`src/sv/lba_pkg.sv`:
```
package lba_pkg;
  localparam int BLOCKS = 64;
  localparam int FILES = 32;
  localparam int BW = $clog2(BLOCKS);
  localparam int FW = $clog2(FILES);
  localparam int CW = $clog2(BLOCKS + 1);
  localparam int LW = 8;
  localparam logic [LW-1:0] LINK_FREE = 8'hFF;
  localparam logic [LW-1:0] LINK_END = 8'hFE;

  typedef enum logic [1:0] {
    MODE_CREATE = 2'd0,
    MODE_DELETE = 2'd1,
    MODE_LIST   = 2'd2,
    MODE_NONE   = 2'd3
  } mode_t;

  typedef enum logic [2:0] {
    ST_OK       = 3'd0,
    ST_FULL     = 3'd1,
    ST_NO_FREE  = 3'd2,
    ST_NO_SPACE = 3'd3,
    ST_MISSING  = 3'd4,
    ST_EMPTY    = 3'd5
  } status_t;

  typedef struct packed {
    logic [1:0]  mode;
    logic [31:0] file_key;
    logic [6:0]  block_count;
  } req_t;

  typedef struct packed {
    logic [2:0]  status;
    logic [31:0] file_key_out;
    logic [5:0]  block_index;
    logic [6:0]  block_total;
    logic        last;
  } rsp_t;
endpackage

```
`src/sv/lba_if.sv`:
```
interface lba_req_if import lba_pkg::*; ();
  logic valid;
  logic ready;
  logic [1:0] mode;
  logic [31:0] file_key;
  logic [6:0] block_count;
  modport source (output valid, mode, file_key, block_count, input ready);
  modport sink (input valid, mode, file_key, block_count, output ready);
endinterface

interface lba_rsp_if import lba_pkg::*; ();
  logic valid;
  logic ready;
  logic [2:0] status;
  logic [31:0] file_key_out;
  logic [5:0] block_index;
  logic [6:0] block_total;
  logic last;
  modport source (output valid, status, file_key_out, block_index, block_total, last,
                  input ready);
  modport sink (input valid, status, file_key_out, block_index, block_total, last,
                output ready);
endinterface

```
`src/sv/linked_block_allocator_unit.sv`:
```
// channel | dir | beat
// req     | in  | mode, file_key, block_count
// rsp     | out | status, file_key_out, block_index, block_total, last
// One request at a time; req.ready is high only in idle, after the last response beat is taken.
// Create: scan for the first block, then scan and link each further block, then record the file;
//   a failed create then frees the partial chain, reading and writing the link of each block.
// Delete: read and compare each table entry searched, free each block, shift each later entry.
// List: read the table entry of each file, then read the link of each block and emit it.
// Every beat passes through the wait state and holds there while rsp.ready is low.
// Reset clears the free map (one flop per block) and file count; no clearing pass.
module linked_block_allocator_unit import lba_pkg::*; (
  input logic clk,
  input logic rst,
  lba_req_if.sink req,
  lba_rsp_if.source rsp
);
  typedef enum logic [3:0] {
    S_IDLE, S_SCAN, S_LINK, S_ADD, S_FREE_RD, S_FREE_WR, S_DEL_RD, S_DEL_CMP,
    S_SH_RD, S_SH_WR, S_LS_RD, S_LS_TAB, S_LS_LINK, S_LS_EMIT, S_WAIT
  } state_t;

  state_t state, ret;
  req_t cur;
  logic [BLOCKS-1:0] busy;
  logic [FW:0] count;
  logic [BW-1:0] first, prev, blk;
  logic [CW-1:0] cnt, steps;
  logic [FW:0] idx;
  logic [CW-1:0] emitted;
  logic fail, fin;
  logic [BW-1:0] pend_a;
  logic [LW-1:0] pend_d;
  rsp_t out;
  logic ovalid;

  logic lk_we;
  logic [BW-1:0] lk_wa, lk_ra;
  logic [LW-1:0] lk_wd, lk_rd;
  logic tb_we;
  logic [FW-1:0] tb_wa, tb_ra;
  logic [32+BW+7-1:0] tb_wd, tb_rd;

  lba_ram #(.WIDTH(LW), .DEPTH(BLOCKS)) u_link (.clk, .we(lk_we), .waddr(lk_wa),
    .wdata(lk_wd), .raddr(lk_ra), .rdata(lk_rd));
  lba_ram #(.WIDTH(32+BW+7), .DEPTH(FILES)) u_tab (.clk, .we(tb_we), .waddr(tb_wa),
    .wdata(tb_wd), .raddr(tb_ra), .rdata(tb_rd));

  logic found;
  logic [BW-1:0] lowest;
  always_comb begin
    found = 1'b0;
    lowest = '0;
    for (int i = BLOCKS - 1; i >= 0; i--) begin
      if (!busy[i]) begin
        found = 1'b1;
        lowest = BW'(i);
      end
    end
  end

  logic [31:0] tb_key;
  logic [BW-1:0] tb_start;
  assign tb_key = tb_rd[32+BW+7-1 -: 32];
  assign tb_start = tb_rd[BW+7-1 -: BW];
  logic lk_is_blk;
  assign lk_is_blk = lk_rd < LW'(BLOCKS);

  logic [6:0] want;
  logic scan_done, more_chain, more_files;
  assign want = (cur.block_count == 7'd0) ? 7'd1 : cur.block_count;
  assign scan_done = (cnt + 7'd1) >= want;
  assign more_chain = lk_is_blk && (steps + 1'b1 < CW'(BLOCKS)) &&
                      (emitted + 1'b1 < CW'(BLOCKS));
  assign more_files = (idx + 1'b1 < count) && (emitted + 1'b1 < CW'(BLOCKS));

  assign req.ready = (state == S_IDLE);
  assign rsp.valid = ovalid;
  assign rsp.status = out.status;
  assign rsp.file_key_out = out.file_key_out;
  assign rsp.block_index = out.block_index;
  assign rsp.block_total = out.block_total;
  assign rsp.last = out.last;

  function automatic rsp_t mk_beat(logic [2:0] st, logic [31:0] key, logic [BW-1:0] bi,
                                   logic [CW-1:0] bt, logic lst);
    rsp_t r;
    r.status = st;
    r.file_key_out = key;
    r.block_index = bi;
    r.block_total = bt;
    r.last = lst;
    return r;
  endfunction

  always_comb begin
    lk_we = 1'b0; lk_wa = blk; lk_wd = LINK_FREE; lk_ra = blk;
    tb_we = 1'b0; tb_wa = idx[FW-1:0]; tb_ra = idx[FW-1:0];
    tb_wd = {cur.file_key, first, cnt};
    unique case (state)
      S_SCAN: begin
        if (found) begin
          lk_we = 1'b1; lk_wa = lowest; lk_wd = LINK_END;
        end
      end
      S_LINK: begin
        lk_we = 1'b1; lk_wa = pend_a; lk_wd = pend_d;
      end
      S_ADD: begin
        tb_we = 1'b1; tb_wa = count[FW-1:0];
      end
      S_FREE_WR: lk_we = 1'b1;
      S_SH_RD: tb_ra = FW'(idx + 1'b1);
      S_SH_WR: begin
        tb_we = 1'b1; tb_wd = tb_rd;
      end
      default: ;
    endcase
  end

  always_ff @(posedge clk) begin
    if (rst) begin
      state <= S_IDLE; busy <= '0; count <= '0; ovalid <= 1'b0;
    end else begin
      unique case (state)
        S_IDLE: if (req.valid) begin
          cur <= '{req.mode, req.file_key, req.block_count};
          idx <= '0; cnt <= '0; emitted <= '0; fail <= 1'b0;
          unique case (mode_t'(req.mode))
            MODE_CREATE: begin
              if (count >= (FW+1)'(FILES)) begin
                out <= mk_beat(ST_FULL, req.file_key, '0, '0, 1'b1);
                ovalid <= 1'b1; ret <= S_IDLE; state <= S_WAIT;
              end else begin
                state <= S_SCAN;
              end
            end
            MODE_DELETE: begin
              if (count == '0) begin
                out <= mk_beat(ST_MISSING, req.file_key, '0, '0, 1'b1);
                ovalid <= 1'b1; ret <= S_IDLE; state <= S_WAIT;
              end else begin
                state <= S_DEL_RD;
              end
            end
            MODE_LIST: begin
              if (count == '0) begin
                out <= mk_beat(ST_EMPTY, 32'd0, '0, '0, 1'b1);
                ovalid <= 1'b1; ret <= S_IDLE; state <= S_WAIT;
              end else begin
                state <= S_LS_RD;
              end
            end
            default: ;
          endcase
        end
        S_SCAN: begin
          if (!found) begin
            if (cnt == '0) begin
              out <= mk_beat(ST_NO_FREE, cur.file_key, '0, '0, 1'b1);
              ovalid <= 1'b1; ret <= S_IDLE; state <= S_WAIT;
            end else begin
              fail <= 1'b1; blk <= first; steps <= '0; state <= S_FREE_RD;
            end
          end else begin
            busy[lowest] <= 1'b1;
            prev <= lowest;
            cnt <= cnt + 1'b1;
            fin <= scan_done;
            if (cnt == '0) begin
              first <= lowest;
              if (scan_done) state <= S_ADD;
            end else begin
              pend_a <= prev; pend_d <= LW'(lowest); state <= S_LINK;
            end
          end
        end
        S_LINK: state <= fin ? S_ADD : S_SCAN;
        S_ADD: begin
          count <= count + 1'b1;
          out <= mk_beat(ST_OK, cur.file_key, first, cnt, 1'b1);
          ovalid <= 1'b1; ret <= S_IDLE; state <= S_WAIT;
        end
        S_FREE_RD: state <= S_FREE_WR;
        S_FREE_WR: begin
          busy[blk] <= 1'b0;
          blk <= lk_rd[BW-1:0];
          steps <= steps + 1'b1;
          if (lk_is_blk && (steps + 1'b1 < CW'(BLOCKS))) begin
            state <= S_FREE_RD;
          end else if (fail) begin
            out <= mk_beat(ST_NO_SPACE, cur.file_key, '0, '0, 1'b1);
            ovalid <= 1'b1; ret <= S_IDLE; state <= S_WAIT;
          end else begin
            state <= S_SH_RD;
          end
        end
        S_DEL_RD: state <= S_DEL_CMP;
        S_DEL_CMP: begin
          if (tb_key == cur.file_key) begin
            blk <= tb_start; steps <= '0; state <= S_FREE_RD;
          end else if (idx + 1'b1 >= count) begin
            out <= mk_beat(ST_MISSING, cur.file_key, '0, '0, 1'b1);
            ovalid <= 1'b1; ret <= S_IDLE; state <= S_WAIT;
          end else begin
            idx <= idx + 1'b1; state <= S_DEL_RD;
          end
        end
        S_SH_RD: begin
          if (idx + 1'b1 >= count) begin
            count <= count - 1'b1;
            out <= mk_beat(ST_OK, cur.file_key, '0, '0, 1'b1);
            ovalid <= 1'b1; ret <= S_IDLE; state <= S_WAIT;
          end else begin
            state <= S_SH_WR;
          end
        end
        S_SH_WR: begin
          idx <= idx + 1'b1; state <= S_SH_RD;
        end
        S_LS_RD: state <= S_LS_TAB;
        S_LS_TAB: begin
          blk <= tb_start; cur.file_key <= tb_key; steps <= '0; state <= S_LS_LINK;
        end
        S_LS_LINK: state <= S_LS_EMIT;
        S_LS_EMIT: begin
          out <= mk_beat(ST_OK, cur.file_key, blk, '0, !more_chain && !more_files);
          ovalid <= 1'b1; state <= S_WAIT;
          emitted <= emitted + 1'b1;
          if (more_chain) begin
            blk <= lk_rd[BW-1:0]; steps <= steps + 1'b1; ret <= S_LS_LINK;
          end else if (more_files) begin
            idx <= idx + 1'b1; ret <= S_LS_RD;
          end else begin
            ret <= S_IDLE;
          end
        end
        S_WAIT: begin
          if (rsp.ready) begin
            ovalid <= 1'b0; state <= ret;
          end
        end
        default: state <= S_IDLE;
      endcase
    end
  end

  a_hold: assert property (@(posedge clk) disable iff (rst)
    ovalid && !rsp.ready |=> ovalid && $stable(out));
  a_idle_quiet: assert property (@(posedge clk) disable iff (rst)
    req.ready |-> !ovalid);
  a_count: assert property (@(posedge clk) disable iff (rst)
    count <= (FW+1)'(FILES));
  a_wait: assert property (@(posedge clk) disable iff (rst)
    (state == S_WAIT) == ovalid);
endmodule

```
`src/sv/lba_ram.sv`:
```
module lba_ram #(
  parameter int WIDTH = 8,
  parameter int DEPTH = 32
) (
  input  logic                     clk,
  input  logic                     we,
  input  logic [$clog2(DEPTH)-1:0] waddr,
  input  logic [WIDTH-1:0]         wdata,
  input  logic [$clog2(DEPTH)-1:0] raddr,
  output logic [WIDTH-1:0]         rdata
);
  logic [WIDTH-1:0] mem [DEPTH];
  always_ff @(posedge clk) begin
    if (we) mem[waddr] <= wdata;
    rdata <= mem[raddr];
  end
endmodule
```
`src/flat_wrapper.sv`:
```
// flat-port wrapper written by rule: the top's interface ports become plain ports
module linked_block_allocator_unit_flat import lba_pkg::*;
  (clk, rst, req_valid, req_mode, req_file_key, req_block_count, req_ready, rsp_valid, rsp_status, rsp_file_key_out, rsp_block_index, rsp_block_total, rsp_last, rsp_ready);
  lba_req_if req_i ();
  lba_rsp_if rsp_i ();
  input logic clk;
  input logic rst;
  input wire logic [$bits(req_i.valid)-1:0] req_valid;
  input wire logic [$bits(req_i.mode)-1:0] req_mode;
  input wire logic [$bits(req_i.file_key)-1:0] req_file_key;
  input wire logic [$bits(req_i.block_count)-1:0] req_block_count;
  output wire logic [$bits(req_i.ready)-1:0] req_ready;
  output wire logic [$bits(rsp_i.valid)-1:0] rsp_valid;
  output wire logic [$bits(rsp_i.status)-1:0] rsp_status;
  output wire logic [$bits(rsp_i.file_key_out)-1:0] rsp_file_key_out;
  output wire logic [$bits(rsp_i.block_index)-1:0] rsp_block_index;
  output wire logic [$bits(rsp_i.block_total)-1:0] rsp_block_total;
  output wire logic [$bits(rsp_i.last)-1:0] rsp_last;
  input wire logic [$bits(rsp_i.ready)-1:0] rsp_ready;
  assign req_i.valid = req_valid;
  assign req_i.mode = req_mode;
  assign req_i.file_key = req_file_key;
  assign req_i.block_count = req_block_count;
  assign req_ready = req_i.ready;
  assign rsp_valid = rsp_i.valid;
  assign rsp_status = rsp_i.status;
  assign rsp_file_key_out = rsp_i.file_key_out;
  assign rsp_block_index = rsp_i.block_index;
  assign rsp_block_total = rsp_i.block_total;
  assign rsp_last = rsp_i.last;
  assign rsp_i.ready = rsp_ready;
  linked_block_allocator_unit u_core (.clk(clk), .rst(rst), .req(req_i), .rsp(rsp_i));
endmodule
```
`config.mk`:
```
export PLATFORM = sky130hd
export DESIGN_NAME = linked_block_allocator_unit_flat
export DESIGN_NICKNAME = d
export VERILOG_FILES = /design/src/sv/lba_pkg.sv /design/src/sv/lba_if.sv /design/src/sv/linked_block_allocator_unit.sv /design/src/sv/lba_ram.sv /design/src/flat_wrapper.sv
export SDC_FILE = /design/constraint.sdc
export NUM_CORES = 2
export LEC_CHECK = 0
export BUFFER_PORTS_ARGS = -buffer_cell sky130_fd_sc_hd__clkbuf_2
export CORE_MARGIN = 2
export CORE_UTILIZATION = 63
export CTS_BUF_LIST = sky130_fd_sc_hd__clkbuf_16
export DETAILED_ROUTE_END_ITERATION = 12
export PLACE_DENSITY = 0.78
export SKIP_CTS_REPAIR_TIMING = 1
export SLEW_MARGIN = 20
export SYNTH_ARGS = -nofsm -noshare
export SYNTH_HDL_FRONTEND = slang
export SYNTH_SLANG_ARGS = --single-unit
```
`constraint.sdc`:
```
create_clock -name clk -period 6 [get_ports clk]
set_input_delay 0.6 -clock clk [delete_from_list [all_inputs] [get_ports clk]]
set_output_delay 0.6 -clock clk [all_outputs]
set_load 0.005 [all_outputs]
```
==> impl_metrics.toml <==
[critical_path]
cp-startpoint = "u_core.state[3]"
path_max_fanout = 21
cp_slowest_cell = "o21ai_1"
required_ns = 6.44
cp-end-kind = "flop"
path_buf_inv = 1
path_class = "reg2reg"
critical_path.top_delay_family = "simple AND/OR/NAND/NOR gates"
worstSetupStartpointType = "flop"
crit_top_cell = "nand2_1"
cp_slowest_stage_delay_ns = 0.92
r2r_start = "u_core.state[3]"
path_cells = "nor2b_1 > nand2_1 > inv_1 > nand2_1 > o21ai_1 > nand3_1 > nor2_1"
critPathArrivalTime_ns = 5.06

[synthesis]
synth.area.mux_share_pct = 4.046
synthFlopType = "edfxtp_1"
synth_top_area_share_pct = 71.00
synth-xor-area-share_pct = 0.7078
synthAdderAreaFrac_pct = 0.4664
async_flop_share_pct = 0
yosys.area.top_type = "edfxtp_1"
synth_seq_area_share_pct = 74.13
yosysUniqueCellTypes = 85
synth_edf_count = 1814
synthesis.area_um2 = 76720
syn_inst = 5443
synth_top_family_by_area = "simple AND/OR/NAND/NOR gates"
ys_ff_latch = 1934
synth.area.top_cells = "edfxtp_1, nand2_1, mux2i_1"
ys.warnings.count = 0
synth_nets = 5516
synthSimpleGateAreaFrac_pct = 10.16
avgSynthCellArea_um2 = 14.10
synth-compound-area-share_pct = 8.661

[detailed_routing]
drtIter0Drc = 7812
route.vias.total = 49530
dr.pass1.iters = 6
remaining_drc_errors = 0
routedWlPerCell_um = 28.47
detail-route-antenna-nets = 0
drt_wl_total_um = 208400
via_per_inst = 6.767

[sta]
timing.fmax_mhz = 216.2
fin_skew_ns = 0.04177
fin_crit_sh_pct = 77.08
worst_pin_slew_ns = 1.199
finalSetupViolCount = 0
slew-limit-headroom_pct = 19.87
slew_viol_final = 0
finalHoldViolCount = 0
rsz0062_at_grt = "no"
fin_crit_ns = 4.625
final.setup.tns_ns = 0
worst_slack_ns = 1.375

[clock_tree]
clock_sinks = 1934
cts_buffers = 185
h-tree-depth = 4
cts_tree = "built"
clk_latency_ns = 0.82
cts-root-buf = "clkbuf_16"
clk_path_buf_depth = 3
clkTransAtPathRegs_ns = 0.06

[floorplanning]
core_um2 = 121200
die_area_um2 = 124600
ios = 96
initial_utilization_pct = 63.28
die_h_um = 353.0
rows = 128
dieWidth_um = 353.0

[global_route]
antenna_found_initial = 2
first_global_vias = 47400
grt-ovfl-total = 0
grt_usage_pct = 32.97
grt_max_degree = 131
grt_pass1_wl_um = 305500

[outcome]
status = "completed"

[place]
port_buffers = 95
placed_cells = 6969
dp_hpwl_um = 120400
place_ws_ns = 1.534
gp_congestion = 0.9293

[worst_hold_path]
hold_path_class = "in2reg"
hp-start = "req_file_key[16]"

[job]
cap_violations = 0

[final_layout]
drive_gt1_share_pct = 10.36
instances_no_fill = 7320
finalNetCount = 5612
area_growth_pct = 11.28

[power]
ir_drop_uv = 439.4
power_density_nw_per_um2 = 420.4
p_leak_uw = 0.02841
cell usage in the layout (no fill, tap or decap), drive strengths merged, types with 120 or more instances in the layout:
cell       n
nor4     165
nand2    928
o21ai    178
mux2i    267
a21oi    409
nor2     164
edfxtp  1814
dfxtp    120
a22oi    165
clkbuf   285
stage by stage:
step                      utilization (%)  total power, uW  hold WS (ns)  cell area (um2)
after floorplan                         -            21750        0.4003            76720
after global placement              65.51            24700        0.4013            79420
after detailed placement            65.59            24870        0.4045            79520
after CTS                           70.34            35720      -0.04759            85270
after global routing                70.42            36940       0.09337            85370
final                               70.42            35890       0.09057            85370
power breakdown:
part | switching (uW) | total, uW | leakage, uW | internal (uW)
clock | 4960 | 11100 | 0.00301 | 6090
combinational | 6010 | 8290 | 0.00799 | 2280
sequential | 472 | 16500 | 0.0174 | 16100
total | 11400 | 35900 | 0.0284 | 24400
sequential cells by signal, summed over array words and instances, names as in the netlist, 7 cells and up:
| register | count |
|---|---|
| u_core.u_tab.mem | 1216 |
| u_core.u_link.mem | 448 |
| u_core.busy | 64 |
| u_core.cur | 39 |
| u_core.u_tab.rdata | 38 |
| u_core.rsp.file_key_out | 32 |
| u_core.cnt | 7 |
| u_core.emitted | 7 |
| u_core.rsp.block_total | 7 |
| u_core.steps | 7 |
| u_core.u_link.rdata | 7 |
cell families after synthesis:
| kind of cell | Yosys count |
|---|---|
| flops | 1934 |
| simple gates | 1698 |
| compound gates | 1067 |
| buf+inv | 349 |
| mux | 305 |
| xor+xnor | 62 |
| fa+ha+maj | 28 |
cell usage after synthesis (4+ instances only):
master    count
a21o_1        7
a21oi_1     407
a221oi_1     35
a22o_1       41
a22oi_1     165
a311o_1       5
a311oi_1      7
a31oi_1      42
and2_1       12
and3_1       27
buf_1        34
buf_2        66
clkbuf_1    200
dfxtp_1     120
edfxtp_1   1814
ha_1         27
inv_1        46
mux2_2       38
mux2i_1     266
nand2_1     928
nand2b_1     25
nand3_1     111
nand3b_1      6
nand4_1      61
nor2_1      164
nor2b_1      94
nor3_1       57
nor3b_1       5
nor4_1      163
o211ai_1      6
o21a_1        5
o21ai_0     173
o21ai_1       5
o221ai_1     40
o22ai_1      77
o31ai_1       6
o32ai_1       9
or2_2        11
or3_1         9
or4_1         4
xnor2_1      46
xor2_1       16
cell type report:
type | instances | area, um2
diodes | 1 | 2.502
well taps | 1625 | 2033
clock buffers | 190 | 4755
multi-input cells | 3160 | 18910
clock inverters | 152 | 997.2
inverters | 47 | 176.4
repair buffers | 211 | 1624
fillers | 7626 | 35860
flip-flops and latches | 1934 | 56870
tightest hold or removal path, cell delays in order:
cell	delay [ns]
clkbuf_2	0.09
nand3_1	0.06
nand2_1	0.06
routing by layer:
metal  vias up  track usage, %  share of wire, %
met5         -               0            0.0048
met4         2           13.66               4.2
met3       560           7.509                13
met2      3738           49.98                46
met1     24240           46.80                37
li1      20990               -                 -
path summary, 6_finish.rpt:
path,to,slack [ns],depth (start not counted)
min,u_core.rsp.file_key_out[16],0.09,3
max reg2reg,u_core.u_link.mem[38][0],1.38,7
max,u_core.u_link.mem[38][0],1.38,7
min reg2reg,u_core.pend_a[0],0.42,0
(Power assumes the default switching activity.)
